<file path="config.mk">
export PLATFORM = sky130hd
export DESIGN_NAME = srtc_core
export DESIGN_NICKNAME = d
export VERILOG_FILES = /design/src/rtl/srtc_pkg.sv /design/src/rtl/srtc_core.sv
export SDC_FILE = /design/constraint.sdc
export NUM_CORES = 1
export LEC_CHECK = 0
export ABC_AREA = 1
export BUFFER_PORTS_ARGS = -buffer_cell sky130_fd_sc_hd__buf_2
export CAP_MARGIN = 20
export CORE_MARGIN = 2
export CORE_UTILIZATION = 30
export DETAILED_ROUTE_END_ITERATION = 10
export PLACE_DENSITY = 0.42
export SYNTH_ARGS = -nofsm -noshare
export SYNTH_HDL_FRONTEND = slang
export SYNTH_SLANG_ARGS = --single-unit
</file>
<file path="constraint.sdc">
create_clock -name clk -period 14 [get_ports clk]
set_input_delay 1.4 -clock clk [delete_from_list [all_inputs] [get_ports clk]]
set_output_delay 1.4 -clock clk [all_outputs]
set_load 0.05 [all_outputs]
</file>
<file path="src/rtl/srtc_pkg.sv">
// Package: shared types and constants for the serial RTC block.
package srtc_pkg;

  localparam int IoW = 16;

  typedef enum logic [0:0] {
    CMD_IO_WRITE = 1'b0,
    CMD_TICK     = 1'b1
  } cmd_t;

  typedef struct packed {
    logic           command;
    logic [IoW-1:0] io_value;
    logic           low_only;
  } in_item_t;

  typedef struct packed {
    logic [IoW-1:0] io_readback;
  } out_item_t;

  // register groups, selected by command bits 6..4
  localparam logic [2:0] GRP_STATUS1 = 3'd0;
  localparam logic [2:0] GRP_ALARM1  = 3'd1;
  localparam logic [2:0] GRP_DATETIME = 3'd2;
  localparam logic [2:0] GRP_ADJUST  = 3'd3;
  localparam logic [2:0] GRP_STATUS2 = 3'd4;
  localparam logic [2:0] GRP_ALARM2  = 3'd5;
  localparam logic [2:0] GRP_TIME    = 3'd6;

  localparam logic [IoW-1:0] IO_SEL = 16'h0004;
  localparam logic [IoW-1:0] IO_CLK = 16'h0002;
  localparam logic [IoW-1:0] IO_DIR = 16'h0010;

  function automatic logic [7:0] cmd_remap(input logic [3:0] n);
    return {n[0], n[1], n[2], n[3], 4'h6};
  endfunction

  function automatic logic [6:0] bcd_to_bin(input logic [7:0] v);
    return 7'(v[7:4] * 4'd10) + 7'(v[3:0]);
  endfunction

  // v <= 150
  function automatic logic [7:0] bin_to_bcd(input logic [7:0] v);
    logic [3:0] t;
    logic [7:0] r;
    t = 4'((16'(v) * 16'd205) >> 11);
    r = v - 8'(t * 4'd10);
    return {t, r[3:0]};
  endfunction

  function automatic logic [7:0] bcd_step(input logic [7:0] v);
    logic [4:0] lo;
    logic [3:0] hi;
    lo = 5'(v[3:0]) + 5'd1;
    hi = v[7:4];
    if (lo >= 5'd10) begin
      lo = '0;
      hi = hi + 4'd1;
    end
    return {hi, lo[3:0]};
  endfunction

  function automatic logic [7:0] bcd_limit(input logic [7:0] v, input logic [6:0] lo,
                                           input logic [6:0] hi);
    logic [7:0] d;
    d = 8'(v[7:4] * 4'd10) + 8'(v[3:0]);
    if (d < 8'(lo)) d = 8'(lo);
    if (d > 8'(hi)) d = 8'(hi);
    return bin_to_bcd(d);
  endfunction

  function automatic logic [2:0] mod7(input logic [2:0] v);
    return (v == 3'd7) ? 3'd0 : v;
  endfunction

endpackage

</file>
<file path="src/rtl/srtc_core.sv">
// RTC state and per-transaction update: serial shifter, register file, clock tick.
module srtc_core (
  input  logic              clk,
  input  logic              rst,
  input  logic              step,
  input  srtc_pkg::in_item_t item,
  output logic [15:0]       io_readback
);
  import srtc_pkg::*;

  logic [15:0] io_reg, io_reg_next;
  logic [7:0]  st1, st1_next, st2, st2_next;
  logic [7:0]  dt [7];
  logic [7:0]  dt_next [7];
  logic [7:0]  al1 [3];
  logic [7:0]  al1_next [3];
  logic [7:0]  al2 [3];
  logic [7:0]  al2_next [3];
  logic [7:0]  adj, adj_next, spare, spare_next;
  logic [7:0]  cur_cmd, cur_cmd_next, shift_in, shift_in_next;
  logic [2:0]  in_cnt, in_cnt_next, out_cnt, out_cnt_next, out_idx, out_idx_next;
  logic [3:0]  byte_pos, byte_pos_next;
  logic [7:0]  rbuf [8];
  logic [7:0]  rbuf_next [8];

  always_comb begin
    logic [15:0] val;
    logic [7:0]  b, cmd, hr, pm, v;
    logic [3:0]  p;
    logic        rd_bit;
    io_reg_next = io_reg; st1_next = st1; st2_next = st2;
    dt_next = dt; al1_next = al1; al2_next = al2;
    adj_next = adj; spare_next = spare; cur_cmd_next = cur_cmd;
    shift_in_next = shift_in; in_cnt_next = in_cnt; out_cnt_next = out_cnt;
    out_idx_next = out_idx; byte_pos_next = byte_pos; rbuf_next = rbuf;
    val = item.io_value;
    b = '0; cmd = '0; hr = '0; pm = '0; v = '0; p = byte_pos; rd_bit = 1'b0;
    if (item.command == CMD_TICK) begin
      dt_next[6] = bcd_step(dt[6]);
      if (dt_next[6] >= 8'h60) begin
        dt_next[6] = '0;
        dt_next[5] = bcd_step(dt[5]);
        if (dt_next[5] >= 8'h60) begin
          dt_next[5] = '0;
          hr = bcd_step({2'b0, dt[4][5:0]});
          pm = {1'b0, dt[4][6], 6'b0};
          if (st1[1]) begin
            if (hr >= 8'h24) begin
              hr = '0;
              dt_next[3] = (dt[3] >= 8'd6) ? 8'(9'(dt[3]) + 9'd1 - 9'd7) : dt[3] + 8'd1;
              dt_next[2] = bcd_step(dt[2]);
            end
          end else if (hr >= 8'h12) begin
            hr = '0;
            pm = pm ^ 8'h40;
          end
          dt_next[4] = hr | pm;
        end
      end
    end else begin
      if (item.low_only) val = {io_reg[15:8], item.io_value[7:0]};
      if ((val & IO_SEL) != 0) begin
        if ((io_reg & IO_SEL) == 0) begin
          shift_in_next = '0; in_cnt_next = '0; byte_pos_next = '0;
          for (int i = 0; i < 8; i++) rbuf_next[i] = '0;
          out_cnt_next = '0; out_idx_next = '0;
        end else if ((val & IO_CLK) == 0) begin
          if ((val & IO_DIR) != 0) begin
            b = shift_in;
            b[in_cnt] = b[in_cnt] | val[0];
            shift_in_next = b;
            in_cnt_next = in_cnt + 3'd1;
            if (in_cnt == 3'd7) begin
              shift_in_next = '0;
              if (byte_pos < 4'd15) byte_pos_next = byte_pos + 4'd1;
              if (byte_pos == 4'd0) begin
                cmd = (b[7:4] == 4'h6) ? cmd_remap(b[3:0]) : b;
                cur_cmd_next = cmd;
                if (cmd[7] && cmd[3:0] == 4'h6) begin
                  case (cmd[6:4])
                    GRP_STATUS1: begin
                      rbuf_next[0] = st1; st1_next = {4'h0, st1[3:0]};
                    end
                    GRP_STATUS2: rbuf_next[0] = st2;
                    GRP_DATETIME: for (int i = 0; i < 7; i++) rbuf_next[i] = dt[i];
                    GRP_TIME: for (int i = 0; i < 3; i++) rbuf_next[i] = dt[i+4];
                    GRP_ALARM1:
                      if (st2[2]) for (int i = 0; i < 3; i++) rbuf_next[i] = al1[i];
                      else rbuf_next[0] = al1[2];
                    GRP_ALARM2: for (int i = 0; i < 3; i++) rbuf_next[i] = al2[i];
                    GRP_ADJUST: rbuf_next[0] = adj;
                    default: rbuf_next[0] = spare;
                  endcase
                end
              end else if (cur_cmd[3:0] == 4'h6) begin
                case (cur_cmd[6:4])
                  GRP_STATUS1:
                    if (p == 4'd1) begin
                      st1_next = b;
                      if (b[1] != st1[1]) begin
                        hr = {2'b0, dt[4][5:0]};
                        if (b[1]) begin
                          if (dt[4][6]) begin
                            hr = hr + 8'h12;
                            if (hr[3:0] >= 4'hA) hr = hr + 8'h06;
                          end
                          hr = bcd_limit(hr, 7'd0, 7'd23);
                          pm = '0;
                        end else begin
                          if (hr >= 8'h12) begin
                            pm = 8'h40;
                            hr = hr - 8'h12;
                            if (hr[3:0] >= 4'hA) hr = hr - 8'h06;
                          end else pm = '0;
                          hr = bcd_limit(hr, 7'd0, 7'd11);
                        end
                        dt_next[4] = hr | {1'b0, (b[1] ? 1'b0 : pm[6]), 6'b0}
                                     | (b[1] ? {1'b0, dt[4][6], 6'b0} : 8'h00);
                      end
                    end
                  GRP_STATUS2: if (p == 4'd1) st2_next = b;
                  GRP_DATETIME, GRP_TIME: begin
                    v = b;
                    if (cur_cmd[6:4] == GRP_TIME) p = (byte_pos <= 4'd3) ? byte_pos + 4'd4
                                                                         : 4'd0;
                    else if (byte_pos > 4'd7) p = 4'd0;
                    case (p)
                      4'd1: dt_next[0] = bcd_limit(v, 7'd0, 7'd99);
                      4'd2: dt_next[1] = bcd_limit(v & 8'h1F, 7'd1, 7'd12);
                      4'd3: dt_next[2] = bcd_limit(v & 8'h3F, 7'd1, 7'd31);
                      4'd4: dt_next[3] = {5'b0, mod7(v[2:0])};
                      4'd5: begin
                        if (st1[1]) begin
                          hr = bcd_limit(v & 8'h3F, 7'd0, 7'd23);
                          pm = (hr >= 8'h12) ? 8'h40 : 8'h00;
                        end else begin
                          hr = bcd_limit(v & 8'h3F, 7'd0, 7'd11);
                          pm = v & 8'h40;
                        end
                        dt_next[4] = hr | pm;
                      end
                      4'd6: dt_next[5] = bcd_limit(v & 8'h7F, 7'd0, 7'd59);
                      4'd7: dt_next[6] = bcd_limit(v & 8'h7F, 7'd0, 7'd59);
                      default: ;
                    endcase
                  end
                  GRP_ALARM1:
                    if (st2[2]) begin
                      if (p >= 4'd1 && p <= 4'd3) al1_next[2'(p - 4'd1)] = b;
                    end else if (p == 4'd1) al1_next[2] = b;
                  GRP_ALARM2: if (p >= 4'd1 && p <= 4'd3) al2_next[2'(p - 4'd1)] = b;
                  GRP_ADJUST: if (p == 4'd1) adj_next = b;
                  default: if (p == 4'd1) spare_next = b;
                endcase
              end
            end
          end else begin
            rd_bit = rbuf[out_idx][out_cnt];
            io_reg_next[0] = rd_bit;
            out_cnt_next = out_cnt + 3'd1;
            if (out_cnt == 3'd7 && out_idx < 3'd7) out_idx_next = out_idx + 3'd1;
          end
        end
      end
      if ((val & IO_DIR) != 0) io_reg_next = val;
      else io_reg_next = {val[15:1], io_reg_next[0]};
    end
  end

  always_ff @(posedge clk) begin
    if (rst) begin
      io_reg <= '0; st1 <= 8'h02; st2 <= '0;
      dt[0] <= 8'h26; dt[1] <= 8'h09; dt[2] <= 8'h12; dt[3] <= 8'h06;
      dt[4] <= 8'h12; dt[5] <= '0; dt[6] <= '0;
      for (int i = 0; i < 3; i++) begin
        al1[i] <= '0; al2[i] <= '0;
      end
      adj <= '0; spare <= '0; cur_cmd <= '0; shift_in <= '0;
      in_cnt <= '0; out_cnt <= '0; out_idx <= '0; byte_pos <= '0;
      for (int i = 0; i < 8; i++) rbuf[i] <= '0;
    end else if (step) begin
      io_reg <= io_reg_next; st1 <= st1_next; st2 <= st2_next;
      dt <= dt_next; al1 <= al1_next; al2 <= al2_next;
      adj <= adj_next; spare <= spare_next; cur_cmd <= cur_cmd_next;
      shift_in <= shift_in_next; in_cnt <= in_cnt_next; out_cnt <= out_cnt_next;
      out_idx <= out_idx_next; byte_pos <= byte_pos_next; rbuf <= rbuf_next;
    end
  end

  assign io_readback = io_reg_next;
endmodule

</file>
**Word level (Yosys, flattened, before mapping)**

Index checks and enable logic that the tools add are counted.

- Register bits after elaboration: 236

- Multiply operators: 24
- Reductions and logical operators: 60
- Eq/ne operators: 42
- Bitwise logic cells: 12
- Add/sub/neg operators: 36
- Order comparisons: 40
- Muxes and demuxes: 412

Operators by type and width:

| kind | number |
|---|---|
| 2-to-1 mux 8 bit | 300 |
| 2-to-1 mux 40 bit | 9 |
| 2-to-1 mux 56 bit | 6 |
| 2-to-1 mux 4 bit | 36 |
| multiplier 8 x 8 -> 15 bit (second input constant) | 9 |
| 2-to-1 mux 7 bit | 19 |
| 2-to-1 mux 16 bit | 8 |
| AND reduction 11 bit | 8 |
| zero test 32 bit | 2 |
| 2-to-1 mux 32 bit | 2 |
| one-hot mux 16 bit (4 select lines) | 1 |
| one-hot mux 8 bit (7 select lines) | 1 |
| bitwise mux 24 bit | 2 |
| nonzero test 2 bit | 22 |
| AND reduction 14 bit | 3 |
| less-than comparator 8 x 1 -> 1 bit (second input constant) | 5 |
| multiplier 4 x 3 -> 3 bit (second input constant) | 9 |
| 2-to-1 mux 3 bit | 12 |
| AND reduction 12 bit | 3 |
| subtractor 4 bit | 9 |
| == test 4 x 3 -> 1 bit (second input constant) | 7 |
| == test 3 bit (second input constant) | 9 |
| adder 8 x 4 -> 8 bit | 3 |
| binary-select mux 8 bit (select 3 bit) | 1 |
| other kinds (78) | 140 |

**Longest topological paths before layout**

Gate-level depths: netlist (run 1).

- Word-level depth: 75
- Gate-level depth with buffers: 54
- Depth with buffers taken out: 54

**Least setup slack after synthesis (run 1)**

OpenSTA, ideal clock, no wires.

- Path type: input -> register
- From: in item[1] (netlist name)
- To: reg dt[19] (netlist name)
- Path slack: 5.612 ns
- Library setup time: 0.109 ns
- Path buffers: 2
- Stages: 46
- Arrival time: 8.279 ns
- Cells stage by stage: inv_1 > nand2_1 > nor2_2 > nand3_4 > nand2_1 > nand2_1 > clkbuf_1 > clkbuf_1 > ha_1 > inv_1 > fa_1 > inv_1 > nand2_1 > nand2_1 > nand2_1 > nand2_1 > inv_1 > nor2_1 > [... 10 more ...] > a2111oi_0 > nand3_1 > nand2_1 > inv_1 > ha_1 > fa_1 > xor2_1 > inv_1 > nand3_1 > nand2_1 > nand2_1 > nand3_1 > nand2_1 > inv_1 > nand2_1 > nand3_1 > nand2_1 > inv_1

- Word-level cells in the longest chain between the ends: 57
- Elaborated cells on any way between the ends: 103
- Classes of those cells: add/sub (3); mul (5); order compare (3); eq/ne (2); mux (85); bitwise (4); reduce/logical (1)

RTL lines:

| item | line | RTL |
|---|---|---|
| start: declaration | srtc_core.sv:6 | `input srtc_pkg::in_item_t item,` |
| 2-to-1 mux 16 bit (*) | srtc_core.sv:61 | `if (item.low_only) val = {io_reg[15:8], item.io_value[7:0]};` |
| 2-to-1 mux 16 bit (*) | srtc_core.sv:38 | `if (item.command == CMD_TICK) begin` |
| OR 1 bit (*) | srtc_core.sv:70 | `b[in_cnt] = b[in_cnt] \| val[0];` |
| bitwise mux 8 bit (*) | srtc_core.sv:70 |  |
| multiplier 2 x 3 -> 5 bit | srtc_pkg.sv:66 | `d = 8'(v[7:4] * 4'd10) + 8'(v[3:0]);` |
| adder 6 x 4 -> 7 bit | srtc_pkg.sv:66 |  |
| less-than comparator 7 x 1 -> 1 bit | srtc_pkg.sv:67 | `if (d < 8'(lo)) d = 8'(lo);` |
| 2-to-1 mux 7 bit | srtc_pkg.sv:67 |  |
| [... 41 more ...] | n/a |  |
| 2-to-1 mux 40 bit | srtc_core.sv:95 | `end else if (cur_cmd[3:0] == 4'h6) begin` |
| 2-to-1 mux 40 bit | srtc_core.sv:76 | `if (byte_pos == 4'd0) begin` |
| 2-to-1 mux 40 bit | srtc_core.sv:73 | `if (in_cnt == 3'd7) begin` |
| 2-to-1 mux 40 bit | srtc_core.sv:68 | `if ((val & IO_DIR) != 0) begin` |
| 2-to-1 mux 40 bit | srtc_core.sv:67 | `end else if ((val & IO_CLK) == 0) begin` |
| 2-to-1 mux 40 bit | srtc_core.sv:63 | `if ((io_reg & IO_SEL) == 0) begin` |
| 2-to-1 mux 40 bit | srtc_core.sv:62 | `if ((val & IO_SEL) != 0) begin` |
| 2-to-1 mux 40 bit | srtc_core.sv:38 |  |
| end signal: assignment | srtc_core.sv:183 | `dt <= dt_next; al1 <= al1_next; al2 <= al2_next;` |
| end: declaration | srtc_core.sv:13 | `logic [7:0] dt [7];` |

Every way passes the cells marked *; elsewhere a longest branch is shown, timed or not. The select of a mux whose other input is x is not followed.
A chain may end at the register's enable or synchronous reset.

**Worst setup path in the final report (run 1)**

Same ends and word-level chain as after synthesis.

==> flow_summary.toml, run 1 <==
[placement]
place.gp.congestion = 0.875
dp.cells = 4200
hpwl_um = 57100
portBuffers = 36
placed_cell_area_um2 = 23900

[setup_path]
startpoint_type = "input port"
critPathMaxFanout = 15
slowest_delay_ps = 790
cp.arrival_ps = 9450
crit_path_top_delay_cell = "a2111oi_0"
cp_common_cell = "nand2_1"
crit_type = "in -> reg"
endpoint_kind = "flop"
worstPathRequired_ps = 14480

[synth]
synth_cell_types = 55
synth-main-ff-cell = "dfxtp_1"
ys_ff_latch = 236
async_flop_share_pct = 0
synth-edff-count = 0
post_synth_instance_area_um2 = 22500
syn_inst = 3208
ys_seq_area_share_pct = 21.0
syn-mean-instance-area_um2 = 7.02
yosys_warnings = 0

[grt]
grt_pass1_wl_um = 114000
met2_usage_pct = 29.0
grtUsageMet3_pct = 2.85
grt_max_degree = 93
antenna_found_initial = 1
grt_pass1_vias = 20300
grt_use_met1_pct = 26.4
track_usage_pct = 18.5
grt_overflow = 0
top_usage_layer = "met2"

[sta]
period_needed_ps = 8970
period_share_pct = 64.1
finalSetupTns_ps = 0
hold_viol = 0
worst_pin_slew_ps = 1070
slew_headroom_pct = 29.0
rsz0062_at_grt = "no"
fin_worst_skew_ps = 10.8
setup_violations = 0
final_max_slew_viol_count = 0
fmax_ghz = 0.111

[floorplanning]
dieArea_um2 = 77300
ios = 37
core_um2 = 74300
die_w_um = 278
rows = 100
die_y_um = 278
initial_core_util_pct = 30.3

[final_layout]
fin_nets = 3717
drive_gt1_share_pct = 4.57
reg_top3 = "dt: 56 flops, rbuf: 56 flops"
diodes = 0
final_cells = 4253
postLayoutCellArea_um2 = 24900
area_delta_synth_final_pct = 10.7
utilization_pct = 33.5
n_fill_cell = 8153

[routing]
routedWlPerCell_um = 17.0
vias = 20800
viasPerCell = 4.89
drt_first_iter_violations = 1350
drt-total-wl_um = 72200
dr.pass1.iters = 5
drtAntennaViolNets = 0
drc = 0

[cts]
clock_path_buffers = 3
cts.clk_slew.worst_paths_ps = 50
clock_latency_ps = 580
cts_tree = "yes"
numCtsBuffers = 30
htree_num_levels = 1
clock-root-buffer = "clkbuf_16"
hold_buffers = 0
cts_resized = 0
post_cts_buffers = 0
cts_sinks = 236

[pwr]
p_per_area_nw_per_um2 = 89.9
p_int_mw = 1.43
peakVddDrop_mv = 0.0936
pwr-share-clk_pct = 36.3
p_sw_share_pct = 36.0
p_seq_share_pct = 30.6
pwr-share-comb_pct = 33.2
p_sw_mw = 0.806
p_leak_nw = 12.9

[min_path]
min_path_type = "reg -> reg"

[outcome]
status = "finished clean"

[job]
cap_violations = 0
-- layer usage --
metal	part of all wire, %	up-vias	routed length, µm
li1	-	10600	-
met1	49	9732	35700
met2	43	381	31100
met3	4.7	108	3430
met4	2.9	0	2080
met5	0	-	0
-- cell usage after synthesis (all sizes together), types with 5 or more instances --
library cell  number  area, µm²
o221ai            11       96.3
fa                70       1400
nand3b             9       67.6
ha               363       4540
o31ai              6       45.0
or2                9       56.3
nor4               8       50.1
nor2             205        802
o21bai            11       82.6
nor3b              5       37.5
o22ai             21        131
o211ai            22        165
inv              626       2350
nand2            525       1980
a211oi            25        188
a21o               9       67.6
clkbuf            74        278
o2111ai           10       87.6
a221oi             8       70.1
a31oi             26        178
dfxtp            236       4720
buf               24        109
o21ai            254       1310
xor2              51        447
xnor2             24        210
nor3              34        191
a21oi            299       1500
nand4             39        244
nand3            174        896
-- final timing paths --
| kind | to | cells after the start | start | slack [ps] |
|---|---|---|---|---|
| min reg2reg | dt[47]$_SDFFE_PP0P_ | 2 | dt[47]$_SDFFE_PP0P_ | 440 |
| max | dt[19]$_SDFFE_PP0P_ | 46 | item[1] | 5030 |
| min | dt[47]$_SDFFE_PP0P_ | 2 | dt[47]$_SDFFE_PP0P_ | 440 |
| max reg2reg | dt[19]$_SDFFE_PP0P_ | 46 | in_cnt[2]$_SDFFE_PP0P_ | 5270 |
-- worst max-delay path: cells and delay by family --
family,cells,cell delay [ps]
XOR/XNOR,1,200
AO/OA/AOI/OAI,1,790
adder cells (fa/ha/maj),9,3260
buffers and inverters,12,840
AND/OR/NAND/NOR,23,2960
-- logic make-up after synthesis --
kind of cell / count (synthesis) / synth area share [%]
flops: 236 / 21.0
fa+ha+maj: 433 / 26.4
simple gates: 1014 / 19.4
buf+inv: 728 / 12.2
compound gates: 720 / 18.1
other cells: 2 / 0.0334
xor+xnor: 75 / 2.92
-- layout by cell type, fill, tap and decap left out, drive strengths merged, types with 10 or more instances in the layout --
cell type  instances
clkinv            10
o21ai            254
nand4             39
a21oi            299
o21bai            11
a31oi             26
o221ai            11
fa                70
clkbuf            42
o22ai             21
nand3            174
buf               53
nor2             205
o211ai            22
xnor2             24
conb              70
ha               363
inv              627
dfxtp            236
nand2            525
o2111ai           10
a211oi            25
xor2              51
nor3              34
-- through the flow --
| stage | total power [mW] | hold slack [ps] | worst slack, ps |
|---|---|---|---|
| 2_1_floorplan | 1.26 | 419 | 5610 |
| 3_3_place_gp | 1.43 | 430 | 4590 |
| 3_5_place_dp | 1.44 | 430 | 4470 |
| 4_1_cts | 2.26 | 440 | 5030 |
| 5_1_grt | 2.41 | 470 | 4190 |
| 6_report | 2.24 | 439 | 5030 |
-- cell type report --
cell class                 instances  area (µm²)  share of cell area, %
timing repair buffer              53         314                   1.26
multi-input combinational       2312       15300                   61.4
inverter                         630        2360                   9.49
clock inverter                    11         140                  0.562
sequential                       236        4720                   19.0
tap                              969        1210                   4.86
clock buffer                      42         877                   3.52
-- power by group through the flow --
stage	Clock [mW]	Sequential [mW]	Combinational, mW
3_5_place_dp	0	0.699	0.740
6_report	0.812	0.684	0.743
5_1_grt	0.853	0.685	0.875
3_3_place_gp	0	0.699	0.734
4_1_cts	0.827	0.684	0.746
2_1_floorplan	0	0.695	0.561
No activity file was read; power rests on OpenSTA's default activity.
==> inputs of run 2 (changes only) <==
--- a/config.mk
+++ b/config.mk
@@ -11,7 +11,7 @@
 export CORE_MARGIN = 2
 export CORE_UTILIZATION = 30
 export DETAILED_ROUTE_END_ITERATION = 10
-export PLACE_DENSITY = 0.42
+export PLACE_DENSITY = 0.44
 export SYNTH_ARGS = -nofsm -noshare
 export SYNTH_HDL_FRONTEND = slang
 export SYNTH_SLANG_ARGS = --single-unit
==> constraint.sdc (replaced) <==
create_clock -name clk -period 7.98 [get_ports clk]
set_input_delay 0.798 -clock clk [delete_from_list [all_inputs] [get_ports clk]]
set_output_delay 0.798 -clock clk [all_outputs]
set_load 0.05 [all_outputs]
==> flow_summary.toml, run 2 (synthesis gave the netlist of run 1 again) <==
[routing]
vias = 20800
drc = 0
viasPerCell = 4.78
drt-total-wl_um = 70100
drt_first_iter_violations = 1239
dr.pass1.iters = 5
drtAntennaViolNets = 0
routedWlPerCell_um = 16.1

[cts]
numCtsBuffers = 30
cts_sinks = 236
htree_num_levels = 1
hold_buffers = 0
clock_latency_ps = 580
clock_path_buffers = 3
cts_tree = "yes"
clock-root-buffer = "clkbuf_16"
cts.clk_slew.worst_paths_ps = 60

[final_layout]
postLayoutCellArea_um2 = 25800
reg_top3 = "dt: 56 flops, rbuf: 56 flops"
diodes = 0
final_common_cell = "inv_1"
most-common-layout-cells = "inv_1, nand2_1, ha_1"
fin_nets = 3810
area_delta_synth_final_pct = 14.7
drive_gt1_share_pct = 8.56

[sta]
fin_worst_skew_ps = 22.7
fmax_ghz = 0.134
final_max_slew_viol_count = 0
worst_pin_slew_ps = 1090
hold_viol = 0
slew_headroom_pct = 26.9
setup_violations = 0
period_share_pct = 93.5
period_needed_ps = 7460
finalSetupTns_ps = 0

[pwr]
p_leak_nw = 13.3
p_per_area_nw_per_um2 = 153
peakVddDrop_mv = 0.154

[grt]
grt_max_degree = 93
antenna_found_initial = 1
track_usage_pct = 18.0
grt_pass1_wl_um = 112000
grt_overflow = 0
grt_pass1_vias = 19900

[job]
cap_violations = 0

[setup_path]
endpoint_kind = "flop"
crit_type = "reg -> reg"
crit_path_top_delay_cell = "fa_1"
cp-endpoint = "dt[19]$_SDFFE_PP0P_"
r2r_end = "dt[19]$_SDFFE_PP0P_"
cp_common_cell = "nand2_1"
critPathMaxFanout = 5
timing.critical_path.from = "dt[18]$_SDFFE_PP0P_"
r2r_cells = 46
reg2reg_from = "dt[18]$_SDFFE_PP0P_"
cp.arrival_ps = 7980
worstPathRequired_ps = 8500
reg2reg_slack_ps = 520
slowest_delay_ps = 530
startpoint_type = "flop"

[floorplanning]
die_y_um = 278
initial_core_util_pct = 30.3
core_um2 = 74300
dieArea_um2 = 77300
die_w_um = 278
rows = 100
ios = 37

[placement]
placed_cell_area_um2 = 24600
portBuffers = 36
hpwl_um = 55600
place.gp.congestion = 0.843

[outcome]
status = "finished clean"

[min_path]
min_path_type = "reg -> reg"
-- run 2: worst max-delay path, delay by kind of cell (launching register included) --
kind / cells / cell delay (ps)
fa+ha+maj: 9 / 3080
compound gates: 4 / 750
xor+xnor: 5 / 930
buf+inv: 6 / 460
simple gates: 22 / 1840
flops: 1 / 360
-- run 2: metrics by stage --
step                      instances  hold slack, ps  util, %  setup WS (ps)  power [mW]
after floorplan                3276             419        -            194        2.20
after global placement         4286             428     33.0            130        2.57
after detailed placement       4286             437     33.0           38.6        2.57
after CTS                      4340             448     34.4            213        3.95
after global routing           4347             460     34.7          -23.8        4.27
final                          4347             446     34.7            516        3.95
-- run 2: routing by layer --
metal / routed length [µm] / vias up / track usage (%)
li1: - / 10800 / -
met1: 35300 / 9580 / 26.2
met2: 30800 / 362 / 29.1
met3: 2700 / 62 / 1.57
met4: 1280 / 0 / 3.34
met5: 0 / - / 0
-- run 2: worst min-delay path by stage --
stage                                     end           startpoint  cells past startpoint
final                     dt[47]$_SDFFE_PP0P_  dt[47]$_SDFFE_PP0P_                      2
after global placement    dt[47]$_SDFFE_PP0P_  dt[47]$_SDFFE_PP0P_                      2
after global routing      dt[47]$_SDFFE_PP0P_  dt[47]$_SDFFE_PP0P_                      2
after CTS                 dt[47]$_SDFFE_PP0P_  dt[47]$_SDFFE_PP0P_                      2
after detailed placement  dt[47]$_SDFFE_PP0P_  dt[47]$_SDFFE_PP0P_                      2
after floorplan           dt[47]$_SDFFE_PP0P_  dt[47]$_SDFFE_PP0P_                      2
-- run 2: cell type report --
cell class | count | area, µm²
Clock buffer | 42 | 867
Clock inverter | 12 | 120
Fill cell | 8204 | 48500
Inverter | 630 | 2370
Multi-Input combinational cell | 2312 | 15500
Sequential cell | 236 | 4740
Tap cell | 969 | 1210
Timing Repair Buffer | 146 | 1020
-- run 2: report_power, final --
group / leakage, nW / total, mW / switching, mW / internal [mW]
logic: 10.9 / 1.38 / 0.867 / 0.517
registers: 1.91 / 1.20 / 0.0115 / 1.19
clock network: 0.477 / 1.37 / 0.554 / 0.816
total: 13.3 / 3.95 / 1.43 / 2.52
-- run 2: timing repair --
action,4_1_cts,5_1_grt
setup buffers,0,6
endpoints found under the setup margin,0,9
gates resized for setup,0,59
==> inputs of run 3 (changes only) <==
--- a/config.mk
+++ b/config.mk
@@ -9,9 +9,9 @@
 export BUFFER_PORTS_ARGS = -buffer_cell sky130_fd_sc_hd__buf_2
 export CAP_MARGIN = 20
 export CORE_MARGIN = 2
-export CORE_UTILIZATION = 30
+export CORE_UTILIZATION = 45
 export DETAILED_ROUTE_END_ITERATION = 10
-export PLACE_DENSITY = 0.44
+export PLACE_DENSITY = 0.61
 export SYNTH_ARGS = -nofsm -noshare
 export SYNTH_HDL_FRONTEND = slang
 export SYNTH_SLANG_ARGS = --single-unit
==> flow_summary.toml, run 3 (synthesis gave the netlist of run 1 again) <==
[setup_path]
reg2reg_slack_ps = 430
slowest_delay_ps = 560
crit_path_top_delay_cell = "fa_1"
cp-endpoint = "dt[51]$_SDFFE_PP0P_"
cp.arrival_ps = 7990
endpoint_kind = "flop"
reg2reg_from = "in_cnt[0]$_SDFFE_PP0P_"
timing.critical_path.from = "in_cnt[0]$_SDFFE_PP0P_"
critPathMaxFanout = 9
crit_type = "reg -> reg"
r2r_end = "dt[51]$_SDFFE_PP0P_"
r2r_cells = 38
worstPathRequired_ps = 8430
startpoint_type = "flop"

[floorplanning]
dieArea_um2 = 51800
initial_core_util_pct = 45.8
die_y_um = 228
die_w_um = 228
rows = 81
ios = 37
core_um2 = 49200

[routing]
dr.pass1.iters = 5
vias = 21200
drt_first_iter_violations = 1605
routedWlPerCell_um = 16.4
drc = 0
drt-total-wl_um = 65300
viasPerCell = 5.35
drtAntennaViolNets = 0

[min_path]
min_path_cells = 2
min_path_type = "reg -> reg"

[cts]
clock_path_buffers = 3
htree_num_levels = 1
cts_tree = "yes"
clock-root-buffer = "clkbuf_16"
cts.clk_slew.worst_paths_ps = 60
cts_sinks = 236
clock_latency_ps = 550
numCtsBuffers = 27

[final_layout]
fin_nets = 3743
final_common_cell = "inv_1"
drive_gt1_share_pct = 6.68
reg_top3 = "dt: 56 flops, rbuf: 56 flops"
area_delta_synth_final_pct = 10.3
utilization_pct = 50.5
most-common-layout-cells = "inv_1, nand2_1, ha_1"

[outcome]
status = "finished clean"

[sta]
fmax_ghz = 0.133
slew_headroom_pct = 29.4
fin_worst_skew_ps = 22.6
period_share_pct = 94.6
holdWs_ps = 440
final_max_slew_viol_count = 0
period_needed_ps = 7550
finalSetupTns_ps = 0
setup_violations = 0
worst_pin_slew_ps = 1060
hold_viol = 0

[grt]
grt_overflow = 0
track_usage_pct = 25.1
grt_pass1_wl_um = 104000
grt_pass1_vias = 20200
grt_max_degree = 105
antenna_found_initial = 2

[placement]
portBuffers = 36
hpwl_um = 51400
place.gp.congestion = 0.926

[pwr]
peakVddDrop_mv = 0.157
p_per_area_nw_per_um2 = 152
total_power_mw = 3.78
p_leak_nw = 12.9

[job]
cap_violations = 0
==> run 3: cell count changes in the layout (fill, tap and decap cells not counted), moves of 2 or more <==
cell	before	now
buf_4	107	44
nand2_2	12	14
clkbuf_16	31	27
clkinvlp_4	5	2
o21ai_2	6	3
o21ai_1	13	15
clkbuf_8	5	7
nand2_1	513	510
nor2_2	13	15
==> run 3: power breakdown <==
group          leakage (nW)  internal (mW)  switching, mW
clock network         0.428          0.715          0.498
logic                  10.6          0.501          0.864
registers              1.91           1.19         0.0117
total                  12.9           2.40           1.37
==> run 3: layout make-up <==
class	instances	area, µm²
Tap cell	664	831
Inverter	630	2370
Clock buffer	40	795
Sequential cell	236	4740
Multi-Input combinational cell	2312	15500
Antenna cell	1	2.50
Fill cell	4981	24300
Clock inverter	7	63.8
Timing Repair Buffer	82	539
==> run 3: per-stage QoR <==
stage	std cells	instance area, µm²	setup WS (ps)
after floorplan	3276	22800	194
after global placement	3918	23700	179
after detailed placement	3918	23700	18.4
after CTS	3965	24600	27.0
after global routing	3971	24800	-56.6
final	3972	24800	435
==> run 3: worst max-delay path: cells and delay by family, from the launching register on <==
kind / cells / cell delay (ps)
flops: 1 / 380
buf+inv: 6 / 410
compound gates: 3 / 440
fa+ha+maj: 10 / 3860
xor+xnor: 3 / 520
simple gates: 16 / 1860
==> run 3: per-layer routing <==
metal / part of all wire [%] / vias to the layer above / track usage (%)
met5: 0.017 / - / 0
met4: 2.8 / 2 / 7.02
met3: 6.8 / 103 / 3.93
met2: 45 / 612 / 41.2
met1: 46 / 9877 / 34.1
li1: - / 10700 / -
==> run 3: worst min path at each step <==
stage | startpoint | to | slack, ps
after floorplan | dt[47]$_SDFFE_PP0P_ | dt[47]$_SDFFE_PP0P_ | 420
after global placement | dt[47]$_SDFFE_PP0P_ | dt[47]$_SDFFE_PP0P_ | 430
after detailed placement | dt[47]$_SDFFE_PP0P_ | dt[47]$_SDFFE_PP0P_ | 430
after CTS | dt[47]$_SDFFE_PP0P_ | dt[47]$_SDFFE_PP0P_ | 440
after global routing | dt[47]$_SDFFE_PP0P_ | dt[47]$_SDFFE_PP0P_ | 470
final | dt[47]$_SDFFE_PP0P_ | dt[47]$_SDFFE_PP0P_ | 440
==> run 3: timing repair <==
action                     in CTS  in global routing
cloned                          0                  0
hold buffers                    0                  0
pin swaps                       0                  7
setup buffers                   0                  5
setup endpoints to repair       1                  8
gates resized for setup         1                 61
